===== src/hw/rtl/vn3_div.sv =====
// pipelined restoring divider, one quotient bit per stage
`default_nettype none
module vn3_div #(
    parameter int N_W = 32,
    parameter int D_W = 17,
    parameter int TAG_W = 8
) (
    input  wire logic             i_clk,
    input  wire logic             i_rst_n,
    input  wire logic             i_en,
    input  wire logic             i_valid,
    input  wire logic [N_W-1:0]   i_num,
    input  wire logic [D_W-1:0]   i_den,
    input  wire logic [TAG_W-1:0] i_tag,
    output logic                  o_valid,
    output logic [N_W-1:0]        o_quo,
    output logic [TAG_W-1:0]      o_tag
);
    logic [N_W:0]     r_valid;
    logic [N_W-1:0]   r_num [N_W+1];
    logic [D_W:0]     r_rem [N_W+1];
    logic [D_W-1:0]   r_den [N_W+1];
    logic [TAG_W-1:0] r_tag [N_W+1];

    always_ff @(posedge i_clk) begin
        if (!i_rst_n) begin
            r_valid[0] <= 1'b0;
        end else if (i_en) begin
            r_valid[0] <= i_valid;
        end
        if (i_en) begin
            r_num[0] <= i_num;
            r_rem[0] <= '0;
            r_den[0] <= i_den;
            r_tag[0] <= i_tag;
        end
    end

    // numerator shifts out at top while quotient bits fill from bottom
    for (genvar k = 0; k < N_W; k++) begin : g_st
        logic [D_W:0] n_sh;
        logic [D_W:0] n_sub;
        always_comb begin
            n_sh  = {r_rem[k][D_W-1:0], r_num[k][N_W-1]};
            n_sub = n_sh - {1'b0, r_den[k]};
        end
        always_ff @(posedge i_clk) begin
            if (!i_rst_n) begin
                r_valid[k+1] <= 1'b0;
            end else if (i_en) begin
                r_valid[k+1] <= r_valid[k];
            end
            if (i_en) begin
                r_den[k+1] <= r_den[k];
                r_tag[k+1] <= r_tag[k];
                if (n_sh >= {1'b0, r_den[k]}) begin
                    r_rem[k+1] <= n_sub;
                    r_num[k+1] <= {r_num[k][N_W-2:0], 1'b1};
                end else begin
                    r_rem[k+1] <= n_sh;
                    r_num[k+1] <= {r_num[k][N_W-2:0], 1'b0};
                end
            end
        end
    end

    assign o_valid = r_valid[N_W];
    assign o_quo   = r_num[N_W];
    assign o_tag   = r_tag[N_W];
endmodule
`default_nettype wire


===== config.mk =====
export PLATFORM = sky130hd
export DESIGN_NAME = vn3_div
export DESIGN_NICKNAME = d
export VERILOG_FILES = /design/src/hw/rtl/vn3_div.sv
export SDC_FILE = /design/constraint.sdc
export NUM_CORES = 2
export LEC_CHECK = 0
export BUFFER_PORTS_ARGS = -buffer_cell sky130_fd_sc_hd__clkbuf_2
export CORE_MARGIN = 2
export CORE_UTILIZATION = 24
export DETAILED_ROUTE_END_ITERATION = 8
export PLACE_DENSITY = 0.48
export REMOVE_ABC_BUFFERS = 1
export SLEW_MARGIN = 10
export SYNTH_ARGS = -nofsm -noshare
export SYNTH_HDL_FRONTEND = slang
export SYNTH_SLANG_ARGS = --single-unit

===== constraint.sdc =====
create_clock -name i_clk -period 5.4 [get_ports i_clk]
set_input_delay 1.08 -clock i_clk [delete_from_list [all_inputs] [get_ports i_clk]]
set_output_delay 1.08 -clock i_clk [all_outputs]
set_load 0.02 [all_outputs]

==> impl_metrics.toml <==
[status]
status = "complete, no violations"

[worst_setup_path]
reg2reg_to = "r_rem[17][13]"
cp-start-kind = "flop"
cp-end-kind = "flop"
cp-startpoint = "r_num[16][31]"
crit_slowest_cell = "and3_1"
reg2regPathDepth = 10
r2r_slack_ps = 1750
crit_path_cell_trace = "inv_1 > ha_1 > fa_1 > nand2b_1 > a21oi_1 > o41ai_4 > a211oi_2 > o311ai_1 > and3_1 > mux2_2"
crit_fanout = 18
cp-endpoint = "r_rem[17][13]"
crit_type = "reg -> reg"
worstPathArrival_ps = 4250
r2r_start = "r_num[16][31]"
critPathMaxStageDelay_ps = 830
cp.required_ps = 6000

[logic_synthesis]
ys_top_cells_by_area = "edfxtp_1, ha_1, mux2_2"
ys.flop_type = "edfxtp_1"
ys_seq_area_share_pct = 68.43
async_flop_share_pct = 0
syn-cell-area_mm2 = 0.1059
synthCells = 7137
synth_seq_cells = 2424
yosys_warnings = 0
synth.distinct_cells = 80
synth_top_cell_by_area = "edfxtp_1"
synth_top_cell_area_share_pct = 67.79
synth-edff-count = 2390
avgSynthCellArea_um2 = 14.83

[global_routing]
grtUsageTotal_pct = 9.353
grt_pass1_wl_um = 332900
grt_max_degree = 159
grt.overflow.total = 0
antenna_found_initial = 6
grt_pass1_vias = 56981

[clock_tree]
numCtsBuffers = 296
cts_setup_buffers = 0
clock-sinks = 2424
cts_max_level = 5
cts_tree = "built"
clk_pin_slew_worst_paths_ps = 60
ctsResizeCount = 0
clk_path_buf_depth = 4
clock_latency_ps = 920
hold_buffers = 0
cts-root-buf = "clkbuf_16"

[place]
placed_cells = 13033
hpwl_um = 145900
gp_congestion = 0.8139
post_dp_cell_area_mm2 = 0.1136
portBuffers = 101

[sta]
hold_violations = 0
tightest_slew_ps = 1101
setup_viol = 0
timing.hold.ws_ps = 351.5
finClkSkew_ps = 75.38
drv_slew = 0
grt_setup_unrepaired = "false"
fmax_ghz = 0.2740
fin_crit_ps = 3649
maxSlewHeadroom_pct = 26.60
period_share_pct = 67.58
fin_setup_tns_ps = 0

[pwr]
p_leak_nw = 45.06
ir_drop_mv = 0.2654
total_power_w = 0.06518
powerDensity_mw_per_mm2 = 529.2

[detailed_routing]
postRouteAntennaNets = 0
vias = 56068
vias_per_cell = 4.131
wl_per_cell_um = 15.78
drc_errors = 0
wl_um = 214100
firstDrtPassIters = 6
drt_iter0_markers = 3747

[layout]
final_common_cell = "edfxtp_1"
drive_above_1_share_pct = 13.02
area.sequential_mm2 = 0.07245
final_cells = 13572
final_cell_mix = "edfxtp_1, inv_1, ha_1"
fillers = 44202
area_delta_synth_final_pct = 16.33
nets = 8071
fin_area_mm2 = 0.1232
multiInputGateArea_mm2 = 0.03019

[floorplanning]
ios = 102
num_rows = 243
start_util_pct = 24.13
die_x_um = 668.2
die-area_mm2 = 0.4465
die_h_um = 668.2
coreArea_mm2 = 0.4387

[min_path]
hold_class = "in -> reg"
holdPathStages = 1

[job]
max_cap_viol_count = 0
## flip-flops by register name, indices dropped and copies added, names as in the netlist
signal / flops
r_tag: 264
o_valid: 1
r_rem: 527
r_valid: 32
r_den: 544
r_num: 1056
## cell families (layout without fill, tap and decap cells)
group | after synthesis | count (layout) | synth area share [%]
flip-flops | 2424 | 2424 | 68.43
AO/OA/AOI/OAI | 1250 | 1250 | 7.826
AND/OR/NAND/NOR | 1181 | 1181 | 5.329
buffers and inverters | 825 | 1379 | 3.131
adder cells (fa/ha/maj) | 559 | 559 | 6.819
multiplexers | 474 | 474 | 4.959
XOR/XNOR | 424 | 424 | 3.508
other | 0 | 1 | 0
## worst min-delay path by stage
stage / startpoint / end / slack (ps)
2_1_floorplan: r_num[9][9] / r_num[10][10] / 400
3_3_place_gp: r_num[25][4] / r_num[26][5] / 400
3_5_place_dp: r_num[9][9] / r_num[10][10] / 400
4_1_cts: i_num[13] / r_num[0][13] / 240
5_1_grt: i_num[11] / r_num[0][11] / 270
6_report: i_num[8] / r_num[0][8] / 350
## stage by stage
step | util (%) | setup WS [ps]
after detailed placement | 25.90 | 1602
after CTS | 28.07 | 1683
after global routing | 28.07 | 1466
final | 28.07 | 1751
after floorplan | - | 1887
after global placement | 25.90 | 1572
## cells in the mapped netlist (55+ instances only)
cell type	instances
ha_1	529
a21oi_1	390
nor2_1	342
nand3_1	55
nand2b_1	63
edfxtp_1	2390
a21o_1	104
nor3_1	59
clkbuf_1	83
xor2_1	135
xnor2_1	289
nor2b_1	116
nand4_1	97
nand2_1	320
inv_1	686
mux2_2	360
o21ai_0	259
mux2i_1	91
o21a_1	121
## critical path: cells and delay by family, from the launching register on
kind                       cells  cell delay, ps
AOI/OAI and AO/OA              4            1050
and+or+nand+nor                2             970
muxes                          1             420
adders and majority gates      2             410
DFF                            1             370
buffers and inverters          1              90
## where the power goes
group	internal [W]	total (W)	switching, W
Clock	0.0114	0.0195	0.00804
Sequential	0.0248	0.0266	0.00178
Combinational	0.00890	0.0191	0.0102
## layer usage
| metal | wire, µm | GRT usage (%) | vias up |
|---|---|---|---|
| li1 | - | - | 27277 |
| met1 | 95220 | 12.06 | 27413 |
| met2 | 103800 | 15.90 | 982 |
| met3 | 8966 | 1.675 | 396 |
| met4 | 6109 | 2.863 | 0 |
| met5 | 0 | 0 | - |
## cell type report
type / instances / area share [%]
antenna: 1 / 0.002032
clock buffer: 360 / 6.313
clock inverter: 178 / 1.391
inverter: 686 / 2.091
multi-input combinational: 3888 / 24.51
sequential: 2424 / 58.82
tap: 5880 / 5.973
timing repair buffer: 155 / 0.8940
Note: power is estimated with default switching activity, not from simulation.
