===== config.mk =====
export PLATFORM = sky130hd
export DESIGN_NAME = vn3_sqrt
export DESIGN_NICKNAME = d
export VERILOG_FILES = /design/src/hw/rtl/vn3_sqrt.sv
export SDC_FILE = /design/constraint.sdc
export NUM_CORES = 1
export LEC_CHECK = 0
export ABC_AREA = 1
export BUFFER_PORTS_ARGS = -buffer_cell sky130_fd_sc_hd__buf_2
export CAP_MARGIN = 20
export CORE_UTILIZATION = 31
export DETAILED_ROUTE_END_ITERATION = 8
export PLACE_DENSITY = 0.56
export SYNTH_ARGS = -nofsm -noshare
export SYNTH_HDL_FRONTEND = slang
export SYNTH_SLANG_ARGS = --single-unit

===== constraint.sdc =====
create_clock -name i_clk -period 6.6 [get_ports i_clk]
set_input_delay 1.98 -clock i_clk [delete_from_list [all_inputs] [get_ports i_clk]]
set_output_delay 1.98 -clock i_clk [all_outputs]
set_load 0.05 [all_outputs]

===== src/hw/rtl/vn3_sqrt.sv =====
// pipelined integer square root, one result bit per stage
`default_nettype none
module vn3_sqrt #(
    parameter int S_W = 34,
    parameter int R_W = 17,
    parameter int TAG_W = 8
) (
    input  wire logic             i_clk,
    input  wire logic             i_rst_n,
    input  wire logic             i_en,
    input  wire logic             i_valid,
    input  wire logic [S_W-1:0]   i_sum,
    input  wire logic [TAG_W-1:0] i_tag,
    output logic                  o_valid,
    output logic [R_W-1:0]        o_root,
    output logic [TAG_W-1:0]      o_tag
);
    localparam int SP_W = 2 * R_W;

    logic [R_W:0]       r_valid;
    logic [SP_W-1:0]    r_rem  [R_W+1];
    logic [R_W-1:0]     r_root [R_W+1];
    logic [TAG_W-1:0]   r_tag  [R_W+1];

    // stage 0 loads the radicand
    always_ff @(posedge i_clk) begin
        if (!i_rst_n) begin
            r_valid[0] <= 1'b0;
        end else if (i_en) begin
            r_valid[0] <= i_valid;
        end
        if (i_en) begin
            r_rem[0]  <= SP_W'(i_sum);
            r_root[0] <= '0;
            r_tag[0]  <= i_tag;
        end
    end

    // one bit of the root per stage, restoring
    // remainder holds s - root^2, candidate is (root + 2^b)^2 - root^2
    for (genvar k = 0; k < R_W; k++) begin : g_st
        localparam int B = R_W - 1 - k;
        logic [SP_W-1:0] n_trial;
        logic [SP_W-1:0] n_cand;
        always_comb begin
            n_cand  = (SP_W'(r_root[k]) << (B + 1)) + (SP_W'(1) << (2 * B));
            n_trial = r_rem[k] - n_cand;
        end
        always_ff @(posedge i_clk) begin
            if (!i_rst_n) begin
                r_valid[k+1] <= 1'b0;
            end else if (i_en) begin
                r_valid[k+1] <= r_valid[k];
            end
            if (i_en) begin
                r_tag[k+1] <= r_tag[k];
                if (r_rem[k] >= n_cand) begin
                    r_rem[k+1]  <= n_trial;
                    r_root[k+1] <= r_root[k] | (R_W'(1) << B);
                end else begin
                    r_rem[k+1]  <= r_rem[k];
                    r_root[k+1] <= r_root[k];
                end
            end
        end
    end

    assign o_valid = r_valid[R_W];
    assign o_root  = r_root[R_W];
    assign o_tag   = r_tag[R_W];
endmodule
`default_nettype wire


==> metrics.md <==
| Metric | Value |
|---|---|
| Status | `finished with violations` |
| Failing checks | `design-rule violations` |
| Period utilization | `around 55%` |
| Number of synthesized flops with an enable pin | `875` |
| Most Crowded Layer GR | `met2` |
| Maximum vdd drop | `0.000222 V` |
| Yosys reg bits | `approximately 890` |
| Post-synth ARST share | `0%` |
| Synth cell types | `57` |
| Post-DP HPWL | `83400 um` |
| Crit path kind | `primary input to flop` |
| Die Width | `roughly 380 um` |
| Diodes inserted | `0` |
| Hold_ws | `0.386 ns` |
| Grt met3 use | `2.14%` |
| Register area share after synthesis | `about 60%` |
| I/O pin cnt | `72` |
| Routed WL per cell | `between 15 and 20 um` |
| Reg power frac | `47.9%` |
| Post-CTS Repair Setup Buffers | `0` |
| Pleak | `0.0214 uW` |
| Share of cells above drive strength 1 | `7.67%` |
| Initial drt markers | `~2200` |
| Initial core utilization | `31.3%` |
| First-pass GRT wire length | `between 150000 and 200000 um` |
| Hold Path Class | `flop to flop` |
| Max Cap Viol | `0` |
| CTS Buffer Depth | `3` |
| I/O Buffers | `between 70 and 80` |
| Synthesis-to-finish area growth | `12.7%` |
| Post-Synthesis Cell Area | `around 45000 um^2` |
| Fin area | `50700 um^2` |
| Mapped Avg Cell Area | `approximately 9.7 um^2` |
| Pins Over Slew Limit | `0` |
| # DRC | `4` |
| Resize count post-CTS | `0` |
| Area of the die | `around 150000 um^2` |
| Fillers | `around 14000` |
| RSZ-0062 raised after global routing | `false` |
| Antenna Nets Post-Route | `0` |
| Worst-Margin Slew | `a little over 1 ns` |
| Core area | `about 140000 um^2` |
| # rows | `139` |
| Clk Latency, worst-skew pair | `between 0.7 and 0.8 ns` |
| Setup TNS | `0 ns` |
| Met2 Usage GRT | `around a quarter` |
| Vias per cell | `between 4 and 5` |
| Yosys warns | `0` |
| DIE HEIGHT | `383 um` |
| Initial antenna violation count | `0` |
| H-tree depth | `3` |
| Hold Vio Cnt, Final | `0` |
| Switching power total | `between 4000 and 5000 uW` |
| Launching element type of the critical path | `primary input` |
| Primary FF master, synth | `edfxtp_1` |
| CTS clock-pin slew for the worst setup and hold paths | `roughly 0.06 ns` |
| Post-CTS Hold Buffers | `0` |
| Min cycle time layout | `between 3 and 4 ns` |
| Gpl congestion | `0.916` |
| Final #Nets | `roughly 5000` |
| Fmax | `roughly 280 MHz` |
| CP endpoint kind | `flop` |
| Post-synth net total | `between 4000 and 5000` |
| Clk pwr share | `between 30% and 40%` |
| Drt total wl | `108000 um` |
| TritonCTS clock tree | `done` |
| Crit-path max FO | `54` |
| Largest net degree at the start of global routing | `about 190` |
| Critical path arrival | `roughly 4.1 ns` |
| Cells after synthesis | `approximately 4600` |
| Power Dens Cells | `around 300 nW/um^2` |
| DRT Pass-1 Iters | `8` |
| # clock sinks | `approximately 890` |
| Sw Ratio | `between 20 and 30%` |
| GRT Total Usage | `14.7%` |
| Comb power frac | `between 10% and 20%` |
| Met1 GRT Util | `18.1%` |
| Post-DP Area | `approximately 48000 um^2` |
| GRT Residual Overflow | `0` |
| Worst path required time | `around 7 ns` |
| Vias | `between 30000 and 40000` |
| Worst rel slew slack | `30.9%` |
| # setup viols final | `0` |
| Number of buffers created by CTS | `between 90 and 100` |
| Internal Power | `10800 uW` |
| Vias in the first global route | `30600` |
| Root buf cell | `clkbuf_16` |
| Skew final | `roughly 0.077 ns` |
state kept, by name, summed over array words and instances, names as in the netlist:
name     flops
o_valid      1
r_rem      578
r_root     153
r_tag      144
r_valid     17
layer usage:
layer	wire (um)	vias to the layer above
met5	0	-
met4	4220	0
met3	4280	200
met2	52900	671
met1	46500	14400
li1	-	15600
critical path: stages:
cell     delay [ns]
buf_8          0.41
nand4_1        0.15
nor3_1         0.25
o21ai_2        0.16
nor2_4         0.72
inv_1          0.18
nand2_1        0.11
nand2_1        0.06
cell type report:
type	instances	area, um^2	share of cell area [%]
clock buffers	118	2530	4.98
flip-flops and latches	893	26600	52.5
inverters	729	2740	5.40
repair buffers	84	488	0.962
clock inverters	61	686	1.35
well taps	1903	2380	4.69
multi-input cells	2968	15300	30.1
layout by cell type (no fill, tap or decap), drive strengths merged, types with 18 or more instances in the layout:
| cell | instances |
|---|---|
| edfxtp | 875 |
| xor2 | 77 |
| nand2 | 1278 |
| or2 | 21 |
| buf | 84 |
| nand3b | 36 |
| nor4 | 36 |
| nor3 | 70 |
| clkinv | 43 |
| a21oi | 147 |
| xnor2 | 56 |
| clkbuf | 118 |
| nor2 | 509 |
| nand3 | 265 |
| dfxtp | 18 |
| o21ai | 147 |
| ha | 167 |
| inv | 732 |
| nand4 | 109 |
cells in the mapped netlist, drive strengths merged, types with 4 or more instances:
cell type  count  share of area [%]
a21o           4              0.067
a21oi        147                1.7
a31oi          4              0.056
and2           5              0.069
buf           28               0.59
clkbuf        23               0.19
dfxtp         18               0.80
edfxtp       875                 58
ha           167                4.6
inv          729                6.1
nand2       1278                 11
nand3        265                3.1
nand3b        36               0.63
nand4        109                1.5
nor2         509                4.5
nor3          70               0.86
nor3b          9               0.15
nor4          36               0.55
o21ai        147                1.9
o21bai        13               0.23
or2           21               0.29
xnor2         56                1.1
xor2          77                1.5
cell families after synthesis:
kind of cell	synth area share [%]
simple gates	22.6
compound gates	4.10
flops	59.2
fa+ha+maj	4.64
xor+xnor	2.59
buf+inv	6.87
stage by stage:
stage          utilization, %  std cells  setup slack (ns)  total power [uW]
6_report                 35.3       6756              2.99             15200
5_1_grt                  35.3       6756              2.83             16000
4_1_cts                  35.3       6756              3.04             15400
3_5_place_dp             33.0       6577              2.25              9960
3_3_place_gp             33.0       6577              2.26              9960
2_1_floorplan               -       4641              2.40              9130
path summary, 6_finish.rpt:
| check | startpoint | endpoint | slack [ns] | depth (start not counted) |
|---|---|---|---|---|
| hold reg to reg | r_root[6][24] | r_root[7][7] | 0.39 | 0 |
| setup / recovery | i_en | r_rem[8][18] | 2.99 | 8 |
| hold / removal | r_root[6][24] | r_root[7][7] | 0.39 | 0 |
| setup reg to reg | r_root[7][20] | r_rem[8][18] | 3.78 | 12 |
power by group through the flow:
| stage | Clock (uW) | Combinational [uW] | Sequential [uW] |
|---|---|---|---|
| final | 5390 | 2560 | 7300 |
| after global routing | 5780 | 2920 | 7340 |
| after CTS | 5570 | 2560 | 7300 |
| after detailed placement | 0 | 2550 | 7420 |
| after global placement | 0 | 2540 | 7420 |
| after floorplan | 0 | 1900 | 7230 |
No activity file was read; power rests on OpenSTA's default activity.
